===== src/design/flha_pkg.sv =====
// ----------------------------------------------------------------------------
// Free-list heap allocator package
// Beat types of the request and response channels, datapath operation codes
// and the status group that the datapath returns to the controller.
// ----------------------------------------------------------------------------
package flha_pkg;

  localparam int ADDR_W = 10;
  localparam int NEED_W = 11;

  // Request beat: one allocate or free command.
  typedef struct packed {
    logic              command;
    logic [1:0]        heap_select;
    logic [ADDR_W-1:0] request_bytes;
    logic [ADDR_W-1:0] block_address;
  } req_t;

  // Response beat: status and payload offset.
  typedef struct packed {
    logic              status;
    logic [ADDR_W-1:0] payload_address;
  } rsp_t;

  localparam logic CMD_ALLOC = 1'b0;
  localparam logic CMD_FREE  = 1'b1;

  localparam logic ST_OK   = 1'b0;
  localparam logic ST_FAIL = 1'b1;

  localparam logic FIT_FIRST = 1'b0;
  localparam logic FIT_BEST  = 1'b1;

  // Operations the controller asks of the datapath, one per cycle.
  typedef logic [3:0] dp_op_t;
  localparam dp_op_t OP_NOP       = 4'd0;
  localparam dp_op_t OP_CLEAR     = 4'd1;
  localparam dp_op_t OP_LOAD      = 4'd2;
  localparam dp_op_t OP_READ_CUR  = 4'd3;
  localparam dp_op_t OP_A_CHECK   = 4'd4;
  localparam dp_op_t OP_A_SPLIT   = 4'd5;
  localparam dp_op_t OP_A_TAKE    = 4'd6;
  localparam dp_op_t OP_A_LINK    = 4'd7;
  localparam dp_op_t OP_F_READ    = 4'd8;
  localparam dp_op_t OP_F_MARK    = 4'd9;
  localparam dp_op_t OP_F_STEP    = 4'd10;
  localparam dp_op_t OP_F_NEXT    = 4'd11;
  localparam dp_op_t OP_F_LINK    = 4'd12;
  localparam dp_op_t OP_RES_ALLOC = 4'd13;
  localparam dp_op_t OP_RES_FREE  = 4'd14;
  localparam dp_op_t OP_RES_FAIL  = 4'd15;

  // Status flags from the datapath.
  typedef struct packed {
    logic clr_last;
    logic heap_bad;
    logic is_free_cmd;
    logic free_bad;
    logic walk_ok;
    logic fwalk_ok;
    logic stop_first;
    logic best_nil;
    logic rd_free;
    logic out_ready;
  } dp_status_t;

endpackage


===== src/design/flha_ctrl.sv =====
// ----------------------------------------------------------------------------
// Free-list heap allocator controller
// Sequences the clearing pass, the allocate and free walks and the response.
// ----------------------------------------------------------------------------
module flha_ctrl (
  input  logic                 clk,
  input  logic                 rst,
  input  logic                 req_valid,
  output logic                 req_stall,
  input  flha_pkg::dp_status_t status,
  output flha_pkg::dp_op_t     op
);
  import flha_pkg::*;

  localparam logic [4:0] S_CLEAR   = 5'd0;
  localparam logic [4:0] S_IDLE    = 5'd1;
  localparam logic [4:0] S_DISP    = 5'd2;
  localparam logic [4:0] S_A_RD    = 5'd3;
  localparam logic [4:0] S_A_CHK   = 5'd4;
  localparam logic [4:0] S_A_SPLIT = 5'd5;
  localparam logic [4:0] S_A_TAKE  = 5'd6;
  localparam logic [4:0] S_A_LINK  = 5'd7;
  localparam logic [4:0] S_F_RD    = 5'd8;
  localparam logic [4:0] S_F_CHK   = 5'd9;
  localparam logic [4:0] S_F_WALK  = 5'd10;
  localparam logic [4:0] S_F_STEP  = 5'd11;
  localparam logic [4:0] S_F_NEXT  = 5'd12;
  localparam logic [4:0] S_F_LINK  = 5'd13;
  localparam logic [4:0] S_RES_A   = 5'd14;
  localparam logic [4:0] S_RES_F   = 5'd15;
  localparam logic [4:0] S_RES_X   = 5'd16;

  logic [4:0] state, state_next;

  assign req_stall = state != S_IDLE;

  // Next state and datapath operation.
  always_comb begin
    state_next = state;
    op         = OP_NOP;
    case (state)
      S_CLEAR: begin
        op = OP_CLEAR;
        if (status.clr_last) begin
          state_next = S_IDLE;
        end
      end
      S_IDLE: begin
        if (req_valid) begin
          op         = OP_LOAD;
          state_next = S_DISP;
        end
      end
      S_DISP: begin
        if (status.heap_bad) begin
          state_next = S_RES_X;
        end else if (!status.is_free_cmd) begin
          state_next = S_A_RD;
        end else if (status.free_bad) begin
          state_next = S_RES_X;
        end else begin
          state_next = S_F_RD;
        end
      end
      S_A_RD: begin
        if (status.walk_ok) begin
          op         = OP_READ_CUR;
          state_next = S_A_CHK;
        end else if (status.best_nil) begin
          state_next = S_RES_X;
        end else begin
          state_next = S_A_SPLIT;
        end
      end
      S_A_CHK: begin
        op         = OP_A_CHECK;
        state_next = status.stop_first ? S_A_SPLIT : S_A_RD;
      end
      S_A_SPLIT: begin
        op         = OP_A_SPLIT;
        state_next = S_A_TAKE;
      end
      S_A_TAKE: begin
        op         = OP_A_TAKE;
        state_next = S_A_LINK;
      end
      S_A_LINK: begin
        op         = OP_A_LINK;
        state_next = S_RES_A;
      end
      S_F_RD: begin
        op         = OP_F_READ;
        state_next = S_F_CHK;
      end
      S_F_CHK: begin
        if (status.rd_free) begin
          state_next = S_RES_X;
        end else begin
          op         = OP_F_MARK;
          state_next = S_F_WALK;
        end
      end
      S_F_WALK: begin
        if (status.fwalk_ok) begin
          op         = OP_READ_CUR;
          state_next = S_F_STEP;
        end else begin
          state_next = S_F_NEXT;
        end
      end
      S_F_STEP: begin
        op         = OP_F_STEP;
        state_next = S_F_WALK;
      end
      S_F_NEXT: begin
        op         = OP_F_NEXT;
        state_next = S_F_LINK;
      end
      S_F_LINK: begin
        op         = OP_F_LINK;
        state_next = S_RES_F;
      end
      S_RES_A: begin
        if (status.out_ready) begin
          op         = OP_RES_ALLOC;
          state_next = S_IDLE;
        end
      end
      S_RES_F: begin
        if (status.out_ready) begin
          op         = OP_RES_FREE;
          state_next = S_IDLE;
        end
      end
      S_RES_X: begin
        if (status.out_ready) begin
          op         = OP_RES_FAIL;
          state_next = S_IDLE;
        end
      end
      default: begin
        state_next = S_IDLE;
      end
    endcase
  end

  // State register.
  always_ff @(posedge clk) begin
    if (rst) begin
      state <= S_CLEAR;
    end else begin
      state <= state_next;
    end
  end

endmodule


===== config.mk =====
export PLATFORM = sky130hd
export DESIGN_NAME = flha_ctrl
export DESIGN_NICKNAME = d
export VERILOG_FILES = /design/src/design/flha_pkg.sv /design/src/design/flha_ctrl.sv
export SDC_FILE = /design/constraint.sdc
export NUM_CORES = 1
export LEC_CHECK = 0
export BUFFER_PORTS_ARGS = -buffer_cell sky130_fd_sc_hd__buf_2
export CORE_AREA = 2 2 39 41
export CTS_CLUSTER_DIAMETER = 120
export CTS_CLUSTER_SIZE = 20
export DETAILED_ROUTE_END_ITERATION = 8
export DIE_AREA = 0 0 41 43
export PLACE_DENSITY_LB_ADDON = 0.12
export SYNTH_ARGS = -nofsm -noshare
export SYNTH_HDL_FRONTEND = slang
export SYNTH_SLANG_ARGS = --single-unit

===== constraint.sdc =====
create_clock -name clk -period 4 [get_ports clk]
set_clock_uncertainty 0.1 [all_clocks]
set_input_delay 0.2 -clock clk [delete_from_list [all_inputs] [get_ports clk]]
set_output_delay 0.2 -clock clk [all_outputs]
set_load 0.02 [all_outputs]

==> metrics.cfg, run 1 <==
[status]
status = complete, no violations

[clock_tree]
path_clk_slew_ns = 0.04
cts_sinks = 5
cts_hold_buffers = 0
cts_tree = done
cts_resized = 0
cts_buffers = 3
root_buffer = clkbuf_4
htreeDepth = 1
post-cts-setup-buffer-count = 0
cts_buffer_depth = 2
insertion_delay_ns = 0.24

[hold_path]
min_from = rst
whs_endpoint = state[1]$_SDFFE_PP0P_
hold_path.class = in -> reg
hold_depth = 2

[floorplan]
die_w_um = 41
die_y_um = 43
dieArea_um2 = 1760
fp.coreArea_um2 = 1380
io_pins = 18
num_rows = 14
initial_core_util_pct = 50.3

[sta]
layout_min_cycle_time_ns = 2.35
hold_violations = 0
finalMaxSlewViolations = 0
worst_pin_slew_ns = 0.848
finalCritPeriodShare_pct = 58.7
rsz0062_at_grt = no
fin_setup_tns_ns = 0
fmax_ghz = 0.426
finalSetupViolCount = 0
slew_headroom_pct = 43.4

[finish]
largest_reg_flops = 5
nFillCells = 131
reg_top3 = state: 5 flops
antenna_cells = 0
instances_no_fill = 128
area_delta_synth_final_pct = 12.1
drive_above_1_share_pct = 24.1
top_register = state
nNetsFinal = 126

[synth]
syn_area_per_cell_um2 = 6.89
yosys-top-cells-area = dfxtp_1 (14%), a21oi_1 (7.9%), buf_2 (5.8%)
synth_cell_type_count = 44
async_reset_ff_share_pct = 0
netlist.area_leader.share_pct = 14.4
yosysTopAreaCell = dfxtp_1
synthCells = 101
synth_edf_count = 0
synth.cell_area_um2 = 696
ys_warn_count = 0
synth_fp_nets = 114
synth-seq-cells = 5
ys_seq_area_share_pct = 14.4
yosys_most_used_dff = dfxtp_1

[worst_setup_path]
required_ns = 3.70
r2r_slack_ns = 1.98
r2r-start = state[2]$_SDFFE_PP0P_
worst-path-max-fanout = 20
timing.rr.end = state[0]$_SDFFE_PP0P_
path_class = reg -> out
worstSetupEndpointType = output port
cp.arrival_ns = 2.05
rr_worst_depth = 5
cp-start-kind = register

[placement]
dp_hpwl_mm = 1.25
gp_congestion = 0.802
numPortBuffers = 17
place_inst = 124

[detailed_routing]
wl_mm = 1.82
viasPerCell = 6.48
via_count = 829
antenna_left = 0
dr.pass1.iters = 4
drtIter0Drc = 29
drc_errors = 0
wl_per_cell_um = 14.2

[global_route]
grt_pass1_vias = 648
grt.total_usage_pct = 22.6
grt_pass1_wl_mm = 2.84
grt_max_degree = 27
antenna_found_initial = 0
grt_overflow_total = 0

[pwr]
power.leakage_nw = 0.287
powerDensity_nw_per_um2 = 287
peakVddDrop_v = 0.000168

[job]
cap_violations = 0

-- power breakdown --
part           leakage, nW  total (mW)  switching [mW]  internal, mW
logic                0.232      0.0945          0.0499        0.0446
clock network       0.0150      0.0581          0.0204        0.0377
registers           0.0406      0.0715          0.0181        0.0533
-- synthesized netlist by cell type (2+ instances only) --
master	count
or3_1	2
nand2_1	7
o31ai_1	3
a32oi_1	2
nand3_1	2
dfxtp_1	5
o21ai_1	4
nand2b_1	3
a31oi_1	3
inv_1	2
nor3_1	5
buf_2	8
a21oi_1	11
a22oi_1	3
nor4b_1	2
o21ai_0	3
inv_2	2
nor2_1	8
-- kinds of logic after synthesis --
family / Yosys count / synth area share [%]
AND/OR/NAND/NOR: 42 / 37.4
AO/OA/AOI/OAI: 39 / 37.8
buffers and inverters: 14 / 8.99
flip-flops: 5 / 14.4
multiplexers: 1 / 1.44
-- per-stage QoR --
step	cell area [um2]	utilization, %	hold WS, ns	total power, mW	worst slack [ns]
finish	779	56.3	0.0835	0.224	1.65
global route	779	56.3	0.0875	0.243	1.44
CTS	779	56.3	0.0800	0.226	1.66
detailed placement	753	54.4	0.338	0.166	1.91
global placement	753	54.4	0.338	0.165	1.99
floorplan	696	-	0.172	0.143	2.28
-- worst max-delay path by stage --
stage                                      from  endpoint  slack (ns)  cells after the start
after global routing      state[0]$_SDFFE_PP0P_     op[0]        1.44                      5
after global placement    state[0]$_SDFFE_PP0P_     op[0]        1.99                      5
after detailed placement  state[0]$_SDFFE_PP0P_     op[0]        1.91                      5
after CTS                 state[0]$_SDFFE_PP0P_     op[0]        1.66                      5
final                     state[0]$_SDFFE_PP0P_     op[0]        1.65                      5
after floorplan           state[2]$_SDFFE_PP0P_     op[3]        2.28                      5
-- layout make-up --
| cell class | count | area [um2] | share of cell area (%) |
|---|---|---|---|
| multi-input cells | 82 | 533 | 68.4 |
| flip-flops and latches | 5 | 100 | 12.8 |
| repair buffers | 17 | 85.1 | 10.9 |
| clock buffers | 4 | 26.3 | 3.37 |
| well taps | 16 | 20.0 | 2.57 |
| inverters | 4 | 15.0 | 1.93 |
-- worst max-delay path, cell delays in order, from the launching register on --
cell and delay (ns):
dfxtp_1 0.77, nor4bb_1 0.45, a32oi_1 0.09, o21ai_1 0.21, a311o_1 0.13, buf_2 0.16
-- per-layer routing --
layer  part of all wire (%)  vias up  GRT usage, %
li1                       -      412             -
met1                     48      388          34.6
met2                     48       29          31.6
met3                    4.7        0          6.28
met4                      0        0          2.67
met5                      0        -             0
-- cells in the final DEF, fill, tap and decap left out, drive strengths merged, types with 4 or more instances in the layout --
cell type and count:
nand2 7, nor2 8, inv 4, dfxtp 5, buf 17, nand2b 4, clkbuf 4, nor3 5
o21ai 7, a21oi 11
No activity file was read; power rests on OpenSTA's default activity.
==> run 2: changes to the inputs <==
--- a/config.mk
+++ b/config.mk
@@ -6,11 +6,10 @@
 export NUM_CORES = 1
 export LEC_CHECK = 0
 export BUFFER_PORTS_ARGS = -buffer_cell sky130_fd_sc_hd__buf_2
-export CORE_AREA = 2 2 39 41
+export CORE_UTILIZATION = 51
 export CTS_CLUSTER_DIAMETER = 120
 export CTS_CLUSTER_SIZE = 20
 export DETAILED_ROUTE_END_ITERATION = 8
-export DIE_AREA = 0 0 41 43
 export PLACE_DENSITY_LB_ADDON = 0.12
 export SYNTH_ARGS = -nofsm -noshare
 export SYNTH_HDL_FRONTEND = slang
==> constraint.sdc (replaced) <==
create_clock -name clk -period 2.4 [get_ports clk]
set_clock_uncertainty 0.1 [all_clocks]
set_input_delay 0.12 -clock clk [delete_from_list [all_inputs] [get_ports clk]]
set_output_delay 0.12 -clock clk [all_outputs]
set_load 0.02 [all_outputs]
==> run 2 against run 1 <==
  * Global-route usage is 4.5 points higher
  * Sequential power is 68% higher
  * Cell count is 0.78% lower
  * Critical path type unchanged
==> metrics.cfg, run 2 (synthesized netlist as in run 1, its figures left out) <==
[worst_setup_path]
r2r_slack_ns = 0.48  ; -1.50 ns
r2r-start = state[2]$_SDFFE_PP0P_
cp.arrival_ns = 2.02  ; -0.03 ns
critPathBufInv = 1  ; unchanged
rr_worst_depth = 5  ; unchanged
cp_slowest_stage_delay_ns = 0.84  ; +0.07 ns
path_class = reg -> out
timing.rr.end = state[0]$_SDFFE_PP0P_
worstSetupEndpointType = output port
worst-path-max-fanout = 26  ; +30%
crit_family = flip-flops
required_ns = 2.18  ; -1.52 ns
cp_cell_sequence = nor4bb_1 > a32oi_1 > o21ai_1 > a311o_1 > buf_2
cp-start-kind = register
critPathSlowestCell = dfxtp_1

[hold_path]
whs_endpoint = state[1]$_SDFFE_PP0P_
hold_depth = 4  ; +2
min_from = req_valid
hold_path.class = in -> reg

[job]
cap_violations = 0  ; unchanged

[placement]
numPortBuffers = 17  ; unchanged
gp_congestion = 0.829  ; +3.4%
dp_slack_ns = 0.405  ; -1.51 ns
dp_hpwl_mm = 1.23  ; -1.6%

[detailed_routing]
wl_mm = 1.77  ; -2.8%
dr.pass1.iters = 4  ; unchanged
antenna_left = 0  ; unchanged
viasPerCell = 6.64  ; +2.5%
drc_errors = 0  ; unchanged
drtIter0Drc = 40  ; +38%
via_count = 843  ; +1.7%
wl_per_cell_um = 14.0  ; -2.0%

[sta]
finalMaxSlewViolations = 0  ; unchanged
layout_min_cycle_time_ns = 2.24
setup_ws_ns = 0.162  ; -1.49 ns
slew_headroom_pct = 45.5  ; +2.1 points
fmax_ghz = 0.447
fin_setup_tns_ns = 0  ; unchanged
hold_violations = 0  ; unchanged
rsz0062_at_grt = no
holdWs_ns = 0.192  ; +0.109 ns
worst_pin_slew_ns = 0.817  ; -0.0312 ns
finalSetupViolCount = 0  ; unchanged
finalCritPeriodShare_pct = 93.2

[floorplan]
die_y_um = 38.9  ; -9.5%
io_pins = 18  ; unchanged
die_w_um = 38.9  ; -5.0%
fp.coreArea_um2 = 1190  ; -14%
num_rows = 12  ; -2
initial_core_util_pct = 58.6  ; +8.4 points
dieArea_um2 = 1520  ; -14%

[clock_tree]
cts_buffer_depth = 2  ; unchanged
cts_tree = done
path_clk_slew_ns = 0.05  ; about the same
root_buffer = clkbuf_4
htreeDepth = 1  ; unchanged
insertion_delay_ns = 0.25  ; about the same
cts_sinks = 5  ; unchanged
cts_buffers = 3  ; unchanged
post-cts-setup-buffer-count = 0  ; unchanged

[global_route]
grt_overflow_total = 0  ; unchanged
grt_pass1_vias = 657  ; +1.4%
grt_pass1_wl_mm = 2.84  ; unchanged
grt.total_usage_pct = 27.0  ; +4.5 points
grt_max_degree = 27  ; unchanged
antenna_found_initial = 0  ; unchanged

[pwr]
power.leakage_nw = 0.292  ; +1.5%
powerDensity_nw_per_um2 = 480  ; +67%
peakVddDrop_v = 0.000433  ; +160%

[finish]
largest_reg_flops = 5  ; unchanged
final_cell_mix = buf_2 (17), a21oi_1 (11), nor2_1 (8)
nNetsFinal = 127  ; +0.79%
drive_above_1_share_pct = 24.8  ; +0.67 points
antenna_cells = 0  ; unchanged
reg_top3 = state: 5 flops
area_delta_synth_final_pct = 13.3
final_common_cell = buf_2
top_register = state

[status]
status = complete, no violations

[run 2: report_power, final]
group | leakage, nW | switching (mW) | internal, mW
Combinational | 0.236 | 0.0815 | 0.0750
Sequential | 0.0408 | 0.0306 | 0.0898
Clock | 0.0150 | 0.0385 | 0.0631
[run 2: worst max path at each step]
stage	end	slack, ns	startpoint	cells past startpoint
floorplan	op[3]	0.76	state[2]$_SDFFE_PP0P_	5
global placement	op[0]	0.47	state[0]$_SDFFE_PP0P_	5
detailed placement	op[0]	0.40	state[0]$_SDFFE_PP0P_	5
CTS	op[0]	0.12	state[0]$_SDFFE_PP0P_	5
global route	op[0]	0.01	state[2]$_SDFFE_PP0P_	5
finish	op[0]	0.16	state[2]$_SDFFE_PP0P_	5
[run 2: worst min-delay path: stages]
cell,delay [ns]
buf_2,0.08
or4_4,0.12
a32oi_1,0.09
nor2_1,0.09
[run 2: cell type report]
type | count | area, um2
clock buffer | 4 | 26.3
timing repair buffer | 18 | 95.1
tap | 14 | 17.5
multi-input combinational | 82 | 533
inverter | 4 | 15.0
sequential | 5 | 101
fill | 120 | 398
[run 2: per-layer routing]
layer  vias to the layer above  share of wire (%)  track usage, %
met5                         -                  0               0
met4                         0               0.79            6.03
met3                         2                6.4            8.67
met2                        30                 46            40.4
met1                       396                 47            37.1
li1                        415                  -               -
[run 2: through the flow]
stage / util [%] / instances / total power [mW] / area, um2
CTS: 66.4 / 127 / 0.380 / 787
floorplan: - / 101 / 0.238 / 696
finish: 66.5 / 127 / 0.378 / 788
global placement: 63.3 / 122 / 0.273 / 751
global route: 66.5 / 127 / 0.412 / 788
detailed placement: 63.3 / 122 / 0.275 / 751
[run 2: repair_timing]
item / 4_1_cts / 5_1_grt
setup endpoints to repair: 0 / 2
hold buffers: 1 / 0
endpoints found under the hold margin: 3 / 0
gates resized for setup: 0 / 1
